--- src/design/tcw_pkg.sv ---
package tcw_pkg;

  // Screen geometry.
  localparam int COLS   = 80;
  localparam int ROWS   = 25;
  localparam int CELLS  = COLS * ROWS;
  localparam int ADDR_W = $clog2(CELLS);

  // Field widths of the request and response.
  localparam int MODE_W = 2;
  localparam int CHAR_W = 8;
  localparam int IDX_W  = 11;
  localparam int WORD_W = 16;
  localparam int COL_W  = 7;
  localparam int ROW_W  = 5;

  // Operation codes.
  localparam logic [MODE_W-1:0] MODE_PUT   = 2'd0;
  localparam logic [MODE_W-1:0] MODE_CLEAR = 2'd1;
  localparam logic [MODE_W-1:0] MODE_READ  = 2'd2;

  // Character codes and the blank cell.
  localparam logic [CHAR_W-1:0] CH_NEWLINE   = 8'd10;
  localparam logic [CHAR_W-1:0] CH_RETURN    = 8'd13;
  localparam logic [CHAR_W-1:0] CH_BACKSPACE = 8'd8;
  localparam logic [CHAR_W-1:0] CH_SPACE     = 8'd32;
  localparam logic [WORD_W-1:0] BLANK_CELL   = 16'h0020;

  typedef struct packed {
    logic take;      // latch the accepted request
    logic exec;      // update the cursor, write or read one cell
    logic copy;      // one step of the scroll copy
    logic blank;     // write one blank cell at the sweep counter
    logic load_out;  // load the response register
  } cmd_t;

  typedef struct packed {
    logic is_clear;
    logic is_read;
    logic need_scroll;
    logic copy_last;
    logic blank_last;
    logic out_free;
  } status_t;

endpackage

--- src/design/tcw_ctrl.sv ---
module tcw_ctrl (
  input  logic             clk,
  input  logic             rst,
  input  logic             req_valid,
  output logic             req_ready,
  input  tcw_pkg::status_t status,
  output tcw_pkg::cmd_t    cmd
);

  typedef enum logic [5:0] {
    S_INIT  = 6'b000001,
    S_IDLE  = 6'b000010,
    S_EXEC  = 6'b000100,
    S_COPY  = 6'b001000,
    S_BLANK = 6'b010000,
    S_DONE  = 6'b100000
  } state_t;

  state_t state, state_next;

  always_ff @(posedge clk) begin
    if (rst) begin
      state <= S_INIT;
    end else begin
      state <= state_next;
    end
  end

  assign req_ready = (state == S_IDLE);

  always_comb begin
    state_next = state;
    cmd        = '0;
    unique case (state)
      S_INIT: begin
        // Clearing pass after reset: every cell gets the blank word.
        cmd.blank = 1'b1;
        if (status.blank_last) begin
          state_next = S_IDLE;
        end
      end
      S_IDLE: begin
        if (req_valid) begin
          cmd.take   = 1'b1;
          state_next = S_EXEC;
        end
      end
      S_EXEC: begin
        cmd.exec = 1'b1;
        priority if (status.is_clear) begin
          state_next = S_BLANK;
        end else if (status.need_scroll) begin
          state_next = S_COPY;
        end else if (status.is_read) begin
          state_next = S_DONE;
        end else if (status.out_free) begin
          cmd.load_out = 1'b1;
          state_next   = S_IDLE;
        end else begin
          state_next = S_DONE;
        end
      end
      S_COPY: begin
        cmd.copy = 1'b1;
        if (status.copy_last) begin
          state_next = S_BLANK;
        end
      end
      S_BLANK: begin
        cmd.blank = 1'b1;
        if (status.blank_last) begin
          state_next = S_DONE;
        end
      end
      S_DONE: begin
        if (status.out_free) begin
          cmd.load_out = 1'b1;
          state_next   = S_IDLE;
        end
      end
      default: begin
        state_next = S_INIT;
      end
    endcase
  end

endmodule

--- config.mk ---
export PLATFORM = sky130hd
export DESIGN_NAME = tcw_ctrl
export DESIGN_NICKNAME = d
export VERILOG_FILES = /design/src/design/tcw_pkg.sv /design/src/design/tcw_ctrl.sv
export SDC_FILE = /design/constraint.sdc
export NUM_CORES = 1
export LEC_CHECK = 0
export BUFFER_PORTS_ARGS = -buffer_cell sky130_fd_sc_hd__buf_2
export CAP_MARGIN = 20
export CORE_UTILIZATION = 40
export DETAILED_ROUTE_END_ITERATION = 8
export MAX_ROUTING_LAYER = met4
export PLACE_DENSITY = 0.73
export SYNTH_ARGS = -nofsm -noshare
export SYNTH_HDL_FRONTEND = slang
export SYNTH_SLANG_ARGS = --single-unit
--- constraint.sdc ---
create_clock -name clk -period 4.9 [get_ports clk]
set_input_delay 0.98 -clock clk [delete_from_list [all_inputs] [get_ports clk]]
set_output_delay 0.98 -clock clk [all_outputs]
set_load 0.05 [all_outputs]
==> flow_metrics.py, run 1 <==
metrics = {
    "global_route": {
        "antenna_found_initial": 0,
        "track_usage_pct": 21.2,
        "grt_max_degree": 11,
        "gr-total-overflow": 0,
        "first_global_vias": 463,
        "grt_pass1_wl_um": 2090,
    },
    "min_path": {
        "hp-start": "state[5]",
        "hp-class": "reg2reg",
        "hold_depth": 3,
        "min_to": "state[5]",
    },
    "synthesis": {
        "ys.warnings.count": 0,
        "yosysMostFrequentCell": "nor2_1",
        "syn_nets": 74,
        "synthArstFlopShare_pct": 0,
        "synth_common_cells": "9 x nor2_1, 6 x dfxtp_1, 5 x nor3_1",
        "syn_inst": 65,
        "netlist_area_sq_um": 533,
        "synth-seq-area-share_pct": 22.5,
        "synth-edff-count": 0,
        "syn_area_per_cell_sq_um": 8.20,
        "synthFlopType": "dfxtp_1",
        "ys_ff_latch": 6,
        "yosys.area.top_type_share_pct": 22.5,
        "synth_area_leader_cell": "dfxtp_1",
        "yosys-top-cells-area": "dfxtp_1 23%, nor2_1 6.3%, buf_6 6.3%",
        "ys_types": 33,
    },
    "timing": {
        "finalCritPeriodShare_pct": 65.9,
        "whs_ps": 720,
        "layout_setup_ws_ps": 1670,
        "max_freq_ghz": 0.310,
        "slew_headroom_pct": 65.0,
        "finalSetupTns_ps": 0,
        "worstMarginPinSlew_ps": 521,
        "skew_ps": 6.64,
        "period_needed_ps": 3230,
        "rsz0062_at_grt": "no",
        "slew_violations": 0,
        "finalHoldViolations": 0,
        "setup_violations": 0,
    },
    "clocking": {
        "cts.repair.resized": 0,
        "clock_latency_ps": 250,
        "cts_buffers": 3,
        "path_clk_slew_ps": 40,
        "cts-hold-fix-buffers": 0,
        "cts_num_sinks": 6,
        "cts_max_level": 1,
        "post_cts_buffers": 0,
        "cts_root_buffer": "clkbuf_4",
        "cts_buffer_depth": 2,
        "cts_tree": "done",
    },
    "power_and_ir_drop": {
        "power_frac_seq_pct": 29.4,
        "ir_drop_uv": 196,
        "pwr-share-comb_pct": 53.2,
        "power_frac_clock_pct": 17.4,
        "p_sw_share_pct": 45.0,
        "switchingPower_uw": 118,
        "leakage_nw": 0.241,
        "power.density_nw_per_um2": 432,
        "p_total_uw": 261,
        "p_int_uw": 144,
    },
    "die": {
        "io_pins": 15,
        "die-area_sq_um": 1480,
        "die_x_um": 38.5,
        "core-area_sq_um": 1170,
        "die_h_um": 38.5,
        "num_rows": 12,
        "start_util_pct": 45.5,
    },
    "drt": {
        "viasPerCell": 5.86,
        "wl_um": 1240,
        "drt_iter0_drc": 14,
        "ant_nets": 0,
        "post_drt_wl_per_cell_um": 13.4,
        "drtPass1Iterations": 4,
        "via_count": 539,
        "drc": 0,
    },
    "place": {
        "dpl_cell_area_sq_um": 582,
        "dpl.hpwl_um": 947,
        "routabilityCongestion": 0.880,
        "post-place-ws_ps": 1870,
        "port_buffers": 14,
        "dp.cells": 89,
    },
    "worst_setup_path": {
        "r2r-start": "state[0]",
        "crit_family": "simple AND/OR/NAND/NOR gates",
        "cpPeakStageDelay_ps": 640,
        "cp_cell_sequence": "or4_1 > nor4_1 > nor2b_1 > o21a_1 > buf_2",
        "required_ps": 3920,
        "worst-path-max-fanout": 9,
        "r2r_setup_slack_ps": 2950,
        "path_buf_inv": 1,
        "cp_slowest_cell": "or4_1",
        "cp-end-kind": "output port",
        "crit_path_start_kind": "register",
        "critPathKind": "reg2out",
        "arrival_ps": 2250,
        "rr_worst_depth": 4,
        "reg2reg_to": "state[1]",
    },
    "layout": {
        "largest_reg_flops": 6,
        "design_area_sq_um": 604,
        "final_util_pct": 51.6,
        "top_regs": "state x6",
        "seq_area_sq_um": 120,
        "finalNonFillerCells": 92,
        "multi_input_area_sq_um": 367,
        "fin_nets": 89,
        "num-fill-cells": 122,
        "drive_gt1_share_pct": 29.5,
        "syn_to_final_growth_pct": 13.4,
        "antenna_cells": 0,
        "largest-register": "state",
    },
    "run": {
        "maxCapViolCount": 0,
    },
    "outcome": {
        "status": "completed",
    },
}
-- worst max path at each step --
stage | end | start | cells after the start | slack [ps]
after floorplan | cmd[0] | state[5] | 5 | 2020
after global placement | cmd[0] | status[3] | 5 | 1890
after detailed placement | cmd[0] | status[3] | 5 | 1870
after CTS | cmd[0] | state[3] | 5 | 1670
after global routing | cmd[0] | state[3] | 5 | 1530
final | cmd[0] | state[3] | 5 | 1670
-- logic make-up (layout without fill, tap and decap cells) --
logic type	count (synthesis)	count (layout)	synth area share [%]
buffers and inverters	6	19	8.68
XOR/XNOR	2	2	3.29
adder cells (fa/ha/maj)	1	1	2.11
AND/OR/NAND/NOR	39	39	46.0
AO/OA/AOI/OAI	11	11	17.4
flip-flops	6	6	22.5
-- power groups by stage --
stage / Sequential [mW] / Combinational, mW / Clock, mW
floorplan: 0.0662 / 0.136 / 0
detailed placement: 0.0765 / 0.140 / 0
global route: 0.0779 / 0.154 / 0.0507
CTS: 0.0754 / 0.140 / 0.0477
global placement: 0.0768 / 0.137 / 0
finish: 0.0768 / 0.139 / 0.0454
-- worst register-to-register path: stages, from the launching register on --
cell	delay, ps
dfxtp_1	410
or4_4	600
nor3_1	470
and4b_1	260
o211a_1	100
-- final cells by class --
type	instances	area share (%)
clock buffers	3	3.73
inverters	2	1.24
multi-input cells	53	60.7
flip-flops and latches	6	19.9
well taps	14	2.90
repair buffers	14	11.6
-- placed cells by master (no fill, tap or decap) --
cell / n
o21ai_0: 1
nor2_1: 9
or4b_4: 1
a31oi_1: 1
o2bb2ai_1: 1
o311ai_0: 1
clkbuf_4: 3
nor2b_1: 3
maj3_2: 1
inv_1: 2
and3b_1: 1
a21boi_2: 1
or4_4: 2
a211o_1: 1
nand4b_1: 1
nand2b_1: 4
o211a_1: 1
nand4_1: 1
nand2_1: 2
nor3_1: 5
a21oi_1: 1
o21a_1: 1
nor4_1: 2
dfxtp_1: 6
and4b_1: 1
o32ai_1: 1
or3_1: 1
a211oi_2: 1
and3_1: 1
or4_1: 3
buf_2: 14
xnor2_1: 2
nor4b_1: 2
-- metal layers --
layer  share of wire [%]  wire length (um)  up-vias  global-route usage, %
met2                  42               518       16                   30.0
li1                    -                 -      279                      -
met4                 3.6                45        0                   10.3
met1                  51               636      239                   29.1
met3                 2.8                34        5                   3.49
met5                   0                 0        -                      -
Power figures use the tool's default switching activity.
==> run 2, diff against run 1 <==
==> constraint.sdc (replaced) <==
create_clock -name clk -period 3.35 [get_ports clk]
set_input_delay 0.67 -clock clk [delete_from_list [all_inputs] [get_ports clk]]
set_output_delay 0.67 -clock clk [all_outputs]
set_load 0.05 [all_outputs]
==> flow_metrics.py, run 2 (synthesis gave the netlist of run 1 again) <==
metrics = {
    "timing": {
        "layout_setup_ws_ps": 445,
        "finalHoldViolations": 0,
        "finalSetupTns_ps": 0,
        "worstMarginPinSlew_ps": 539,
        "skew_ps": 0.442,
        "slew_violations": 0,
        "finalCritPeriodShare_pct": 86.7,
        "setup_violations": 0,
        "slew_headroom_pct": 63.8,
        "whs_ps": 639,
        "period_needed_ps": 2910,
        "rsz0062_at_grt": "no",
        "max_freq_ghz": 0.344,
    },
    "drt": {
        "ant_nets": 0,
        "viasPerCell": 6.04,
        "via_count": 556,
        "wl_um": 1190,
        "drt_iter0_drc": 19,
        "drc": 0,
        "post_drt_wl_per_cell_um": 12.9,
        "drtPass1Iterations": 4,
    },
    "clocking": {
        "clock_latency_ps": 250,
        "cts_buffers": 3,
        "cts_num_sinks": 6,
        "cts_root_buffer": "clkbuf_4",
        "cts_tree": "done",
        "cts_max_level": 1,
        "cts_buffer_depth": 2,
        "post_cts_buffers": 0,
        "cts-hold-fix-buffers": 0,
        "cts.repair.resized": 0,
        "path_clk_slew_ps": 40,
    },
    "power_and_ir_drop": {
        "leakage_nw": 0.241,
        "p_sw_share_pct": 45.5,
        "power_frac_seq_pct": 29.4,
        "switchingPower_uw": 175,
        "ir_drop_uv": 291,
        "power_frac_clock_pct": 17.9,
        "p_total_uw": 386,
        "p_int_uw": 210,
        "power.density_nw_per_um2": 638,
        "pwr-share-comb_pct": 52.7,
    },
    "run": {
        "maxCapViolCount": 0,
    },
    "place": {
        "port_buffers": 14,
        "routabilityCongestion": 0.925,
        "dpl_cell_area_sq_um": 582,
        "post-place-ws_ps": 739,
        "dpl.hpwl_um": 936,
        "dp.cells": 89,
    },
    "worst_setup_path": {
        "required_ps": 2680,
        "cp_slowest_cell": "or4_1",
        "cp_cell_sequence": "or4_1 > nor4_1 > nor2b_1 > o21a_1 > buf_2",
        "cp-end-kind": "output port",
        "cpPeakStageDelay_ps": 650,
        "worst-path-max-fanout": 9,
        "critPathKind": "reg2out",
        "crit_path_start_kind": "register",
        "arrival_ps": 2240,
    },
    "layout": {
        "fin_nets": 89,
        "top_regs": "state x6",
        "design_area_sq_um": 604,
        "final_util_pct": 51.6,
        "final_common_cell": "buf_2",
        "finalNonFillerCells": 92,
        "final_cell_mix": "14 x buf_2, 9 x nor2_1, 6 x dfxtp_1",
        "largest_reg_flops": 6,
        "syn_to_final_growth_pct": 13.4,
        "antenna_cells": 0,
        "drive_gt1_share_pct": 29.5,
        "largest-register": "state",
    },
    "die": {
        "die-area_sq_um": 1480,
        "start_util_pct": 45.5,
        "num_rows": 12,
        "core-area_sq_um": 1170,
        "die_x_um": 38.5,
        "io_pins": 15,
        "die_h_um": 38.5,
    },
    "global_route": {
        "antenna_found_initial": 0,
        "gr-total-overflow": 0,
        "track_usage_pct": 21.3,
        "grt_pass1_wl_um": 1990,
        "first_global_vias": 472,
        "grt_max_degree": 11,
    },
    "min_path": {
        "hp-class": "in2reg",
    },
    "outcome": {
        "status": "completed",
    },
}
-- run 2: cell counts in the layout (fill, tap and decap cells not counted) --
No cell type changed its count.
-- run 2: final timing paths --
path / slack, ps / cells after the start / to / startpoint
hold reg to reg: 700 / 3 / state[4] / state[4]
setup reg to reg: 1400 / 4 / state[1] / state[0]
setup / recovery: 440 / 5 / cmd[0] / state[3]
hold / removal: 640 / 2 / state[3] / rst
-- run 2: final cells by class --
| class | instances | area [sq um] |
|---|---|---|
| Clock buffer | 3 | 22.5 |
| Inverter | 2 | 7.51 |
| Fill cell | 120 | 567 |
| Sequential cell | 6 | 120 |
| Multi-Input combinational cell | 53 | 367 |
| Tap cell | 14 | 17.5 |
| Timing Repair Buffer | 14 | 70.1 |
-- run 2: worst max-delay path: cells and delay by family (launching register included) --
kind                   cells  cell delay [ps]
AO/OA/AOI/OAI              1              110
buffers and inverters      1              250
flip-flops                 1              380
AND/OR/NAND/NOR            3             1250
-- run 2: routing by layer --
layer  wire, um  vias to the layer above  track usage, %
li1           -                      275               -
met5          0                        -               -
met3         84                        5            7.56
met2        537                       24            29.6
met4         46                        0            18.1
met1        519                      252            23.8
-- run 2: power by group through the flow --
stage,sequential [mW],combinational [mW],clock (mW)
after floorplan,0.0968,0.200,0
after global placement,0.114,0.204,0
after detailed placement,0.112,0.205,0
after CTS,0.112,0.205,0.0711
after global routing,0.115,0.223,0.0752
final,0.113,0.203,0.0691
==> run 3, diff against run 2 <==
--- a/config.mk
+++ b/config.mk
@@ -10,7 +10,6 @@
 export CORE_UTILIZATION = 40
 export DETAILED_ROUTE_END_ITERATION = 8
 export MAX_ROUTING_LAYER = met4
-export PLACE_DENSITY = 0.73
 export SYNTH_ARGS = -nofsm -noshare
 export SYNTH_HDL_FRONTEND = slang
 export SYNTH_SLANG_ARGS = --single-unit
==> flow_metrics.py, run 3 (synthesis gave the netlist of run 1 again) <==
metrics = {
    "timing": {
        "skew_ps": 4.44,
        "slew_headroom_pct": 60.2,
        "finalHoldViolations": 0,
        "period_needed_ps": 2890,
        "setup_violations": 0,
        "finalSetupTns_ps": 0,
        "max_freq_ghz": 0.346,
        "slew_violations": 0,
        "worstMarginPinSlew_ps": 592,
        "rsz0062_at_grt": "no",
        "finalCritPeriodShare_pct": 86.4,
    },
    "layout": {
        "top_regs": "state x6",
        "seq_area_sq_um": 120,
        "drive_gt1_share_pct": 29.5,
        "final_common_cell": "buf_2",
        "fin_nets": 89,
        "largest-register": "state",
        "syn_to_final_growth_pct": 13.4,
        "num-fill-cells": 123,
        "multi_input_area_sq_um": 367,
        "antenna_cells": 0,
        "largest_reg_flops": 6,
        "finalNonFillerCells": 92,
        "final_cell_mix": "14 x buf_2, 9 x nor2_1, 6 x dfxtp_1",
    },
    "clocking": {
        "cts_tree": "done",
        "cts_root_buffer": "clkbuf_4",
        "cts-hold-fix-buffers": 0,
        "path_clk_slew_ps": 50,
        "cts_max_level": 1,
        "post_cts_buffers": 0,
        "cts_buffers": 3,
        "cts_buffer_depth": 2,
        "cts_num_sinks": 6,
        "clock_latency_ps": 250,
        "cts.repair.resized": 0,
    },
    "worst_setup_path": {
        "cpPeakStageDelay_ps": 640,
        "cp_slowest_cell": "or4_1",
        "cp_cell_sequence": "or4_1 > nor4_1 > nor2b_1 > o21a_1 > buf_2",
        "arrival_ps": 2220,
        "cp-end-kind": "output port",
        "critPathKind": "reg2out",
        "required_ps": 2680,
        "crit_path_start_kind": "register",
        "crit_family": "simple AND/OR/NAND/NOR gates",
        "r2r-start": "state[0]",
        "critPathLaunch": "state[3]",
        "worst-path-max-fanout": 9,
        "path_buf_inv": 1,
    },
    "die": {
        "core-area_sq_um": 1170,
        "num_rows": 12,
        "die_h_um": 38.5,
        "die-area_sq_um": 1480,
        "die_x_um": 38.5,
        "io_pins": 15,
        "start_util_pct": 45.5,
    },
    "global_route": {
        "first_global_vias": 474,
        "gr-total-overflow": 0,
        "track_usage_pct": 22.1,
        "grt_pass1_wl_um": 2080,
        "grt_max_degree": 11,
        "antenna_found_initial": 0,
    },
    "drt": {
        "viasPerCell": 5.83,
        "ant_nets": 0,
        "drt_iter0_drc": 16,
        "drtPass1Iterations": 4,
        "via_count": 536,
        "wl_um": 1240,
        "post_drt_wl_per_cell_um": 13.4,
        "drc": 0,
    },
    "place": {
        "port_buffers": 14,
        "routabilityCongestion": 0.857,
        "dpl.hpwl_um": 997,
        "dp.cells": 89,
    },
    "min_path": {
        "hp-class": "in2reg",
        "hp-start": "rst",
    },
    "run": {
        "maxCapViolCount": 0,
    },
    "power_and_ir_drop": {
        "leakage_nw": 0.241,
        "power.density_nw_per_um2": 645,
        "ir_drop_uv": 295,
    },
    "outcome": {
        "status": "completed",
    },
}
[run 3: cell counts in the layout (fill, tap and decap cells not counted)]
No cell type changed its count.
[run 3: where the power goes]
group | switching [mW] | total [mW] | internal (mW)
sequential | 0.0299 | 0.114 | 0.0837
combinational | 0.122 | 0.208 | 0.0859
clock | 0.0278 | 0.0684 | 0.0406
[run 3: through the flow]
step / hold slack [ps] / power (mW) / setup slack [ps] / instance area, sq um / util [%]
2_1_floorplan: 597 / 0.296 / 778 / 533 / -
3_3_place_gp: 670 / 0.322 / 794 / 582 / 49.7
3_5_place_dp: 685 / 0.323 / 746 / 582 / 49.7
4_1_cts: 641 / 0.394 / 468 / 604 / 51.6
5_1_grt: 654 / 0.419 / 288 / 604 / 51.6
6_report: 648 / 0.390 / 456 / 604 / 51.6
[run 3: path summary, 6_finish.rpt]
kind | cells past startpoint | slack, ps | end
max | 5 | 460 | cmd[0]
min | 2 | 650 | state[3]
max reg2reg | 4 | 1350 | state[1]
min reg2reg | 3 | 700 | state[5]
[run 3: layout make-up]
class | instances | share of cell area (%)
well taps | 14 | 2.90
clock buffers | 3 | 3.73
inverters | 2 | 1.24
repair buffers | 14 | 11.6
flip-flops and latches | 6 | 19.9
multi-input cells | 53 | 60.7
[run 3: worst register-to-register path: stages (launching register included)]
cell and delay, ps:
dfxtp_1 400, or4_4 600, nor3_1 530, and4b_1 270, o211a_1 100
[run 3: metal layers]
layer  up-vias  global-route usage, %  wire, um
met1       240                   25.0       556
met4         0                   10.3        29
met2        17                   33.8       588
met5         -                      -         0
li1        275                      -         -
met3         4                   8.72        62
